===== src/sv/md4_pkg.sv =====
// md4_pkg: shared types, constants and step tables for the md4 hash engine
// no dependencies; used by md4_msg_buf, md4_round and md4_hash_engine_unit
`default_nettype none

package md4_pkg;

  localparam logic [31:0] IV_A = 32'h67452301;
  localparam logic [31:0] IV_B = 32'hEFCDAB89;
  localparam logic [31:0] IV_C = 32'h98BADCFE;
  localparam logic [31:0] IV_D = 32'h10325476;

  localparam logic [31:0] K_ROUND2 = 32'h5A827999;
  localparam logic [31:0] K_ROUND3 = 32'h6ED9EBA1;

  localparam logic [7:0] PAD_MARK  = 8'h80;
  localparam logic [5:0] LEN_POS   = 6'h38;
  localparam logic [5:0] LAST_BYTE = 6'd63;
  localparam logic [5:0] LAST_STEP = 6'd47;

  localparam logic [1:0] RND_F = 2'd0;
  localparam logic [1:0] RND_G = 2'd1;
  localparam logic [1:0] RND_H = 2'd2;

  typedef struct packed {
    logic       en;
    logic [5:0] addr;
    logic [7:0] data;
  } md4_wr_t;

  // message word index for a step
  function automatic logic [3:0] msg_idx(input logic [5:0] step);
    logic [3:0] k;
    k = step[3:0];
    case (step[5:4])
      RND_F:   msg_idx = k;
      RND_G:   msg_idx = {k[1:0], k[3:2]};
      default: msg_idx = {k[0], k[1], k[2], k[3]};
    endcase
  endfunction

  // left rotate amount for a step
  function automatic logic [4:0] rot_amt(input logic [5:0] step);
    logic [1:0] j;
    j = step[1:0];
    case (step[5:4])
      RND_F: begin
        case (j)
          2'd0:    rot_amt = 5'd3;
          2'd1:    rot_amt = 5'd7;
          2'd2:    rot_amt = 5'd11;
          default: rot_amt = 5'd19;
        endcase
      end
      RND_G: begin
        case (j)
          2'd0:    rot_amt = 5'd3;
          2'd1:    rot_amt = 5'd5;
          2'd2:    rot_amt = 5'd9;
          default: rot_amt = 5'd13;
        endcase
      end
      default: begin
        case (j)
          2'd0:    rot_amt = 5'd3;
          2'd1:    rot_amt = 5'd9;
          2'd2:    rot_amt = 5'd11;
          default: rot_amt = 5'd15;
        endcase
      end
    endcase
  endfunction

endpackage

`default_nettype wire


===== src/sv/md4_msg_buf.sv =====
// md4_msg_buf: 64-byte block buffer held as sixteen little-endian words
// byte-wide writes, one word read per cycle; uses md4_pkg
`default_nettype none

module md4_msg_buf (
  input  wire logic             clk,
  input  wire md4_pkg::md4_wr_t wr,
  input  wire logic [3:0]       rd_idx,
  output logic [31:0]           rd_word
);

  logic [31:0] words [16];

  always_ff @(posedge clk) begin
    if (wr.en) begin
      words[wr.addr[5:2]][{wr.addr[1:0], 3'b000} +: 8] <= wr.data;
    end
  end

  assign rd_word = words[rd_idx];

endmodule

`default_nettype wire


===== src/sv/md4_round.sv =====
// md4_round: one md4 step, shared across all 48 steps of a compression
// uses md4_pkg for round constants and rotate table
`default_nettype none

module md4_round (
  input  wire logic [5:0]  step,
  input  wire logic [31:0] a,
  input  wire logic [31:0] b,
  input  wire logic [31:0] c,
  input  wire logic [31:0] d,
  input  wire logic [31:0] m,
  output logic [31:0]      a_new
);

  logic [31:0] f;
  logic [31:0] k;
  logic [31:0] sum;
  logic [63:0] rot;

  always_comb begin
    case (step[5:4])
      md4_pkg::RND_F: begin
        f = d ^ (b & (c ^ d));
        k = 32'h0;
      end
      md4_pkg::RND_G: begin
        f = (b & c) | (d & (b | c));
        k = md4_pkg::K_ROUND2;
      end
      default: begin
        f = b ^ c ^ d;
        k = md4_pkg::K_ROUND3;
      end
    endcase
    sum = a + f + m + k;
    rot = {sum, sum} << md4_pkg::rot_amt(step);
    a_new = rot[63:32];
  end

endmodule

`default_nettype wire


===== src/sv/md4_hash_engine_unit.sv =====
// md4_hash_engine_unit: md4 digest engine, top level with byte intake and sequencer
// depends on md4_pkg, md4_msg_buf and md4_round
//
// message channel (msg_valid / msg_stall, kind, data_byte): one byte per
// transfer, or a finish item when kind is 1. bytes go in one per cycle while
// the block buffer fills. the 64th byte of a block starts a compression that
// runs one step per cycle through the shared step unit: 48 steps and then a
// feed-forward step into the chaining value, with msg_stall high throughout.
// a finish item writes the 0x80 marker and then the padding and length one
// byte per cycle until the buffer is full, then compresses; if the marker
// leaves no room for the length, a second block of 64 padding and length
// bytes and another compression follow.
// digest channel (dig_valid / dig_stall, digest_word, last_word): four
// transfers, A first, last_word high on D. while dig_stall is high the word
// holds and no new message byte is taken. after the fourth transfer the
// chaining value, fill, length and flags are re-initialised. rst is synchronous
// and returns the block to the empty-message state with no digest pending.
`default_nettype none

module md4_hash_engine_unit (
  input  wire logic        clk,
  input  wire logic        rst,
  input  wire logic        msg_valid,
  output logic             msg_stall,
  input  wire logic        kind,
  input  wire logic [7:0]  data_byte,
  output logic             dig_valid,
  input  wire logic        dig_stall,
  output logic [31:0]      digest_word,
  output logic             last_word
);

  localparam logic [2:0] S_IDLE = 3'd0;
  localparam logic [2:0] S_PAD  = 3'd1;
  localparam logic [2:0] S_COMP = 3'd2;
  localparam logic [2:0] S_FF   = 3'd3;
  localparam logic [2:0] S_OUT  = 3'd4;

  logic [2:0]  state;
  logic [2:0]  state_next;
  logic [5:0]  fill;
  logic [63:0] bit_length;
  logic        finishing;
  logic        len_ok;
  logic [5:0]  step;
  logic [1:0]  out_idx;
  logic [31:0] chain [4];
  logic [31:0] wa;
  logic [31:0] wb;
  logic [31:0] wc;
  logic [31:0] wd;

  logic             msg_fire;
  logic             dig_fire;
  logic             start_comp;
  md4_pkg::md4_wr_t wr;
  logic [31:0]      m_word;
  logic [31:0]      a_new;

  assign msg_stall = (state != S_IDLE);
  assign msg_fire  = msg_valid && (state == S_IDLE);
  assign dig_valid = (state == S_OUT);
  assign dig_fire  = dig_valid && !dig_stall;
  assign digest_word = chain[out_idx];
  assign last_word   = (out_idx == 2'd3);

  // buffer write: message byte, marker, zero pad or length byte
  always_comb begin
    wr.en   = 1'b0;
    wr.addr = fill;
    wr.data = data_byte;
    if (msg_fire) begin
      wr.en   = 1'b1;
      wr.data = kind ? md4_pkg::PAD_MARK : data_byte;
    end else if (state == S_PAD) begin
      wr.en   = 1'b1;
      wr.data = (len_ok && fill >= md4_pkg::LEN_POS) ?
                bit_length[{fill[2:0], 3'b000} +: 8] : 8'h00;
    end
  end

  always_comb begin
    state_next = state;
    unique case (state)
      S_IDLE: begin
        if (msg_fire) begin
          if (fill == md4_pkg::LAST_BYTE) begin
            state_next = S_COMP;
          end else if (kind) begin
            state_next = S_PAD;
          end
        end
      end
      S_PAD: begin
        if (fill == md4_pkg::LAST_BYTE) begin
          state_next = S_COMP;
        end
      end
      S_COMP: begin
        if (step == md4_pkg::LAST_STEP) begin
          state_next = S_FF;
        end
      end
      S_FF: begin
        if (!finishing) begin
          state_next = S_IDLE;
        end else if (len_ok) begin
          state_next = S_OUT;
        end else begin
          state_next = S_PAD;
        end
      end
      S_OUT: begin
        if (dig_fire && out_idx == 2'd3) begin
          state_next = S_IDLE;
        end
      end
      default: state_next = S_IDLE;
    endcase
  end

  assign start_comp = (state != S_COMP) && (state_next == S_COMP);

  md4_msg_buf u_buf (
    .clk     (clk),
    .wr      (wr),
    .rd_idx  (md4_pkg::msg_idx(step)),
    .rd_word (m_word)
  );

  md4_round u_round (
    .step  (step),
    .a     (wa),
    .b     (wb),
    .c     (wc),
    .d     (wd),
    .m     (m_word),
    .a_new (a_new)
  );

  always_ff @(posedge clk) begin
    if (rst) begin
      state      <= S_IDLE;
      fill       <= '0;
      bit_length <= '0;
      finishing  <= 1'b0;
      len_ok     <= 1'b0;
      step       <= '0;
      out_idx    <= '0;
      chain[0]   <= md4_pkg::IV_A;
      chain[1]   <= md4_pkg::IV_B;
      chain[2]   <= md4_pkg::IV_C;
      chain[3]   <= md4_pkg::IV_D;
    end else begin
      state <= state_next;
      if (msg_fire) begin
        fill <= fill + 6'd1;
        if (kind) begin
          finishing <= 1'b1;
          len_ok    <= (fill < md4_pkg::LEN_POS);
        end else begin
          bit_length <= bit_length + 64'd8;
        end
      end
      if (state == S_PAD) begin
        fill <= fill + 6'd1;
      end
      if (start_comp) begin
        step <= '0;
      end else if (state == S_COMP) begin
        step <= step + 6'd1;
      end
      if (state == S_FF) begin
        chain[0] <= chain[0] + wa;
        chain[1] <= chain[1] + wb;
        chain[2] <= chain[2] + wc;
        chain[3] <= chain[3] + wd;
        if (finishing && !len_ok) begin
          len_ok <= 1'b1;
        end
      end
      if (dig_fire) begin
        out_idx <= out_idx + 2'd1;
        if (out_idx == 2'd3) begin
          chain[0]   <= md4_pkg::IV_A;
          chain[1]   <= md4_pkg::IV_B;
          chain[2]   <= md4_pkg::IV_C;
          chain[3]   <= md4_pkg::IV_D;
          fill       <= '0;
          bit_length <= '0;
          finishing  <= 1'b0;
          len_ok     <= 1'b0;
        end
      end
    end
  end

  // working words rotate roles each step: a, d, c, b update order
  always_ff @(posedge clk) begin
    if (start_comp) begin
      wa <= chain[0];
      wb <= chain[1];
      wc <= chain[2];
      wd <= chain[3];
    end else if (state == S_COMP) begin
      wa <= wd;
      wb <= a_new;
      wc <= wb;
      wd <= wc;
    end
  end

endmodule

`default_nettype wire

===== config.mk =====
export PLATFORM = sky130hd
export DESIGN_NAME = md4_hash_engine_unit
export DESIGN_NICKNAME = d
export VERILOG_FILES = /design/src/sv/md4_pkg.sv /design/src/sv/md4_msg_buf.sv /design/src/sv/md4_round.sv /design/src/sv/md4_hash_engine_unit.sv
export SDC_FILE = /design/constraint.sdc
export NUM_CORES = 2
export LEC_CHECK = 0
export CAP_MARGIN = 20
export CELL_PAD_IN_SITES_DETAIL_PLACEMENT = 1
export CELL_PAD_IN_SITES_GLOBAL_PLACEMENT = 1
export CORE_MARGIN = 1.5
export CORE_UTILIZATION = 30
export CTS_CLUSTER_SIZE = 10
export DETAILED_ROUTE_END_ITERATION = 12
export DONT_BUFFER_PORTS = 1
export PLACE_DENSITY_LB_ADDON = 0.3
export RECOVER_POWER = 50
export SYNTH_ARGS = -nofsm -noshare
export SYNTH_HDL_FRONTEND = slang
export SYNTH_SLANG_ARGS = --single-unit

===== constraint.sdc =====
create_clock -name clk -period 17.03 [get_ports clk]
set_input_delay 2.5545 -clock clk [delete_from_list [all_inputs] [get_ports clk]]
set_output_delay 2.5545 -clock clk [all_outputs]
set_load 0.1 [all_outputs]

* Word level (Yosys, flattened, before mapping)
Memories as Yosys holds them, arrays and structs flattened. A register that Yosys moved wholly into a read port is not among the register bits.
Cells that the tools add are included.
** Storage, ports and cells
- Output and inout bits :: 35
- Register bits after elaboration :: 211
- Memories kept :: 2
- Word-level logic and storage cells :: 143
- Input bits :: 13
- Memory bits (writable) :: 640
** Memories
- u_buf.words :: depth 16, bits a word 32, read ports 1, clocked after memory_dff 0, write ports 1, RTL line md4_msg_buf.sv:12 : logic [31:0] words [16];
- chain :: depth 4, bits a word 32, read ports 5, clocked after memory_dff 1, write ports 4, RTL line md4_hash_engine_unit.sv:47 : logic [31:0] chain [4];
** Cells by class
- $lt $le $gt $ge :: 2
- Shifts and indexed selects :: 4
- $add $sub $neg :: 12
- Reduce and logical (&&, ||, !) cells :: 14
- Eq/ne operators :: 12
- Muxes and demuxes :: 69
- Bitwise logic cells :: 17
** Operator list (count)
- 32-bit 2-to-1 mux :: 17
- 64-bit 2-to-1 mux :: 4
- 32-bit adder :: 6
- 32-bit bitwise XOR :: 4
- 32-bit bitwise AND :: 3
- 64-bit by 4-bit adder with 64-bit output, second input constant :: 1
- 32-bit OR :: 2
- 32-bit case mux with 2 select lines :: 1
- 64-bit by 7-bit variable part select with 8-bit output :: 1
- 64-bit by 5-bit left shift with 64-bit output :: 1
- 31-bit case mux with 2 select lines :: 1
- 32-bit by 31-bit adder with 32-bit output :: 1
- 8-bit 2-to-1 mux :: 4
- 8-bit by 7-bit variable shift with 32-bit output, first input constant :: 1
- 8-bit by 7-bit variable part select with 32-bit output :: 1
- 3-bit 2-to-1 mux :: 8
- 6-bit 2-to-1 mux :: 4
- 4-bit case mux with 3 select lines :: 2
- 1-bit 2-to-1 mux :: 22
- 3-bit case mux with 5 select lines :: 1
- 5-bit case mux with 3 select lines :: 1
- 6-bit by 1-bit adder with 6-bit output, second input constant :: 2
- 6-bit equality test, second input constant :: 2
- 5-bit case mux with 2 select lines :: 1
- 20 further kinds :: 39

* Logic depth before layout (Yosys ltp)
- Depth in word-level cells :: 10
- Mapped depth :: 27
- Gate-level depth less buffers :: 24

* Hierarchy
From an unflattened synthesis, not the netlist that was laid out.
** Unflattened totals
- Cell total of the unflattened synthesis :: 4062
- Area, all modules :: 48452.7 um2
** By module, submodules not included
- md4_hash_engine_unit :: sequential area each 8688.3 um2, times used 1, area an instance 20661.1 um2, cells each 2021
- md4_msg_buf :: sequential area each 15374.7 um2, times used 1, area an instance 19764.0 um2, cells each 921
- md4_round :: sequential area each 0.0 um2, times used 1, area an instance 8027.7 um2, cells each 1120

* Worst setup path before layout
No wires, ideal clock.
- Path kind :: register to register
- Start :: register step[4]
- End :: register wb[31] (data pin)
- Buffers on the path :: 4
- Stages on the path, launching flop included :: 25
- Data arrival time :: 6017 ps
- Setup time :: 257 ps
- Clock period less this slack :: 6274 ps
- Required time :: 16773 ps
- Slack :: 10756 ps
- Path through :: dfxtp_1 -> buf_4 -> mux2i_1 -> o21ai_1 -> clkbuf_1 -> buf_2 -> buf_2 -> mux4_2 -> nand2_1 -> nand2_1 -> a21oi_1 -> fa_1 -> fa_1 -> inv_1 -> ha_1 -> and3_1 -> a211oi_2 -> a21boi_1 -> o211ai_2 -> nand2_1 -> or4_1 -> o2111a_1 -> or4_1 -> o21ai_0 -> nor3_1
** Between the ends
- Longest elaborated chain between the ends :: 8
- Elaborated cells between the ends (all ways) :: 18
- Classes of those cells :: 3 x add/sub; 3 x eq/ne; 1 x shift; 8 x mux; 2 x reduce/logical; 1 x memory
** Ends and longest elaborated chain
- start: declaration :: RTL line md4_hash_engine_unit.sv:45 : logic [5:0] step;
- start signal: assignment :: RTL line md4_hash_engine_unit.sv:171 : step <= step + 6'd1;
- 2-bit by 1-bit equality test with 1-bit output / 2-bit logical NOT (equally long branches) :: RTL line md4_pkg.sv:34, md4_pkg.sv:45, md4_round.sv:21
- 32-bit case mux with 2 select lines / 4-bit case mux with 2 select lines (equally long branches) :: RTL line md4_round.sv:21, md4_pkg.sv:34
- 32-bit adder / memory 16 x 32 bit (equally long branches)
- 32-bit adder :: RTL line md4_round.sv:35 : sum = a + f + m + k;
- 32-bit by 31-bit adder with 32-bit output :: RTL line md4_round.sv:35
- 64-bit by 5-bit left shift with 64-bit output :: RTL line md4_round.sv:36 : rot = {sum, sum} << md4_pkg::rot_amt(step);
- 32-bit 2-to-1 mux :: RTL line md4_hash_engine_unit.sv:205 : end else if (state == S_COMP) begin
- 32-bit 2-to-1 mux * :: RTL line md4_hash_engine_unit.sv:200 : if (start_comp) begin
- end signal: assignment :: RTL line md4_hash_engine_unit.sv:202 : wb <= chain[1];
- end signal: assignment :: RTL line md4_hash_engine_unit.sv:207 : wb <= a_new;
- end: declaration :: RTL line md4_hash_engine_unit.sv:49 : logic [31:0] wb;
Every way passes the cells marked *; elsewhere a longest branch is shown, timed or not. The select of a mux whose other input is x is not followed.
A chain may end at the register's enable or synchronous reset.

* Final worst setup path
- Start :: register step[4]
- End :: register wb[15] (data pin)
The elaborated chain is that of the path after synthesis.

==> qor.yml <==
wl_per_cell_um: 24.5
path_buf_inv: 3
insertion_delay_ns: 0.74
dieArea_um2: 161000
setup_viol: 0
finalInstanceArea_um2: 53200
multi_input_area_um2: 22200
comb_power_share: 0.083
grt_antenna_before_repair: 3
seq_power_share: 0.482
start_kind: "register"
worst-path-max-fanout: 98
grt.overflow.total: 0
finClkSkew_ns: 0.0387
yosysSeqAreaShare: 0.504
ctsResizeCount: 0
clock_sinks: 850
io_buffers: 0
drt-initial-drc-count: 2285
yosysWarnings: 0
postSynthAreaPerCell_um2: 11.4
hold_viol: 0
grt_pass1_vias: 34100
core_um2: 158000
grt_pass1_wl_um: 230000
p_total_mw: 4.75
cap_violations: 7
synth_most_common_cell: "edfxtp_1"
path_cells: "mux2i_1, o21ai_4, buf_4, buf_12, mux4_2, nand2_1, nand2_1, a21oi_1, fa_1, fa_1, inv_1, ha_1, and3_1, a211oi_2, a21o_1, and2_1, o22ai_1, o31ai_1, o211a_1, nor4_1, a311oi_1, o21a_1"
yosys-top-cells-area: "edfxtp_1, mux4_2, ha_1"
grt_usage: 0.189
setup_tns_ns: 0
timing.final.ws_setup_ns: 8.74
syn_area_um2: 47700
ys.flop_type: "edfxtp_1"
core.rowCount: 146
slew_violations: 178
powerDensity_nw_per_um2: 89.3
cts_root_buffer: "clkbuf_16"
area_growth_pct: 11.5
grt_most_used_layer: "met2"
cts_tree: "built"
use_met3: 0.0290
met2_usage: 0.302
synth_edf_count: 704
dpl.hpwl_um: 110000
use_met1: 0.269
via_count: 33400
status: "finished with violations"
fmax_ghz: 0.121
min_period_over_period: 0.487
ctsHoldBuffers: 0
final.fill_count: 17400
synthesis.nets: 4494
ios: 48
tightest_slew_ns: 3.10
finish.utilization: 0.336
ant_nets: 0
drive_gt1_frac: 0.0930
start_util: 0.302
fp.dieH_um: 402
cts_buffers: 100
peakVddDrop_mv: 0.0840
slew_headroom: -1.07
grt_max_degree: 127
critPathTopFamily: "compound AO/OA/AOI/OAI gates"
p_int_mw: 3.58
die_width_um: 402
path_clk_slew_ns: 0.06
ys_ff_latch: 850
drt-total-wl_um: 154000
post_cts_buffers: 0
switching_share: 0.246
synth_common_cells: "edfxtp_1, nand2_1, a21oi_1, nor2_1, ha_1"
hold_path_class: "register to register"
slowest_stage: "dfxtp_4"
crit_path_end_kind: "register"
synthCells: 4184
switchingPower_mw: 1.17
drc: 0
synth_area_leader_cell: "edfxtp_1"
violations: "max-capacitance violations, max-slew violations"
path_class: "register to register"
place_area_um2: 50100
drtPass1Iterations: 5
cp.required_ns: 17.62
yosysTopAreaCellShare: 0.443
fin_nets: 4478
routed_via_density: 5.31
async_flop_share: 0
max-clock-path-buffers: 3
dp_slack_ns: 8.86
gp_congestion: 0.859
clkPwrFrac: 0.435
p_leak_nw: 18.9
arrival_ns: 8.88
htreeDepth: 3
seq_area_um2: 24100
slowest_delay_ns: 0.72
period_minus_slack_ns: 8.29
yosysUniqueCellTypes: 97
grt_setup_unrepaired: "false"
[worst paths after layout]
kind / start / to / slack [ns] / cells past startpoint
max: step[4]$_SDFFE_PP0P_ / wb[15]$_DFFE_PP_ / 8.74 / 22
min: bit_length[63]$_SDFF_PP0_ / bit_length[63]$_SDFF_PP0_ / 0.49 / 2
max reg2reg: step[4]$_SDFFE_PP0P_ / wb[15]$_DFFE_PP_ / 8.74 / 22
min reg2reg: bit_length[63]$_SDFF_PP0_ / bit_length[63]$_SDFF_PP0_ / 0.49 / 2
[final cells by class]
cell class / instances / share of cell area
Antenna cell: 2 / 0.0000941
Clock buffer: 145 / 0.0525
Clock inverter: 15 / 0.00485
Inverter: 219 / 0.0155
Multi-Input combinational cell: 2926 / 0.416
Sequential cell: 850 / 0.453
Tap cell: 2072 / 0.0487
Timing Repair Buffer: 71 / 0.00925
[registers in the layout, summed over array words and instances (netlist names), 6 cells and up, named ones only]
signal       count
u_buf.words    512
chain          128
bit_length      61
wa              32
wb              32
wc              32
wd              32
fill             6
step             6
[routing by layer]
layer	routed length, um	share of wire	vias up
li1	-	-	15400
met1	72900	0.47	17200
met2	71200	0.46	635
met3	6710	0.044	178
met4	3260	0.021	0
met5	0	0	-
[layout by cell type (no fill, tap or decap), drive strengths merged, types with 26 or more instances in the layout]
master	n
and2	36
xnor2	104
xor2	107
ha	238
or3	33
fa	59
a21oi	342
nor2	325
dfxtp	146
o211ai	33
edfxtp	704
and3	34
o21a	32
nor2b	61
nand2	504
nand4	30
mux4	170
buf	37
nand3	60
mux2i	61
a31oi	26
clkbuf	179
inv	220
a21o	73
o21ai	212
nor3	50
a211oi	96
[stage by stage]
step           hold slack, ns  std cells
2_1_floorplan           0.455       4184
3_3_place_gp            0.476       6112
3_5_place_dp            0.489       6115
4_1_cts                 0.500       6275
5_1_grt                 0.531       6299
6_report                0.495       6300
[power by group through the flow]
stage          combinational, mW  sequential (mW)  clock (mW)
2_1_floorplan              0.272             2.32           0
3_3_place_gp               0.383             2.33           0
3_5_place_dp               0.389             2.33           0
4_1_cts                    0.391             2.29        2.11
5_1_grt                    0.434             2.29        2.18
6_report                   0.395             2.29        2.07
[worst register-to-register path: cells and delay by family, from the launching register on]
family | cells | cell delay, ns
AO/OA/AOI/OAI | 9 | 3.03
AND/OR/NAND/NOR | 5 | 0.64
multiplexers | 2 | 1.12
adder cells (fa/ha/maj) | 3 | 1.44
buffers and inverters | 3 | 1.23
flip-flops | 1 | 0.72
[cell families after synthesis]
logic type | share of synthesized area
xor+xnor | 0.0387
mux | 0.0947
fa+ha+maj | 0.0872
compound gates | 0.127
buf+inv | 0.0332
flops | 0.504
simple gates | 0.115
(Power assumes the default switching activity.)
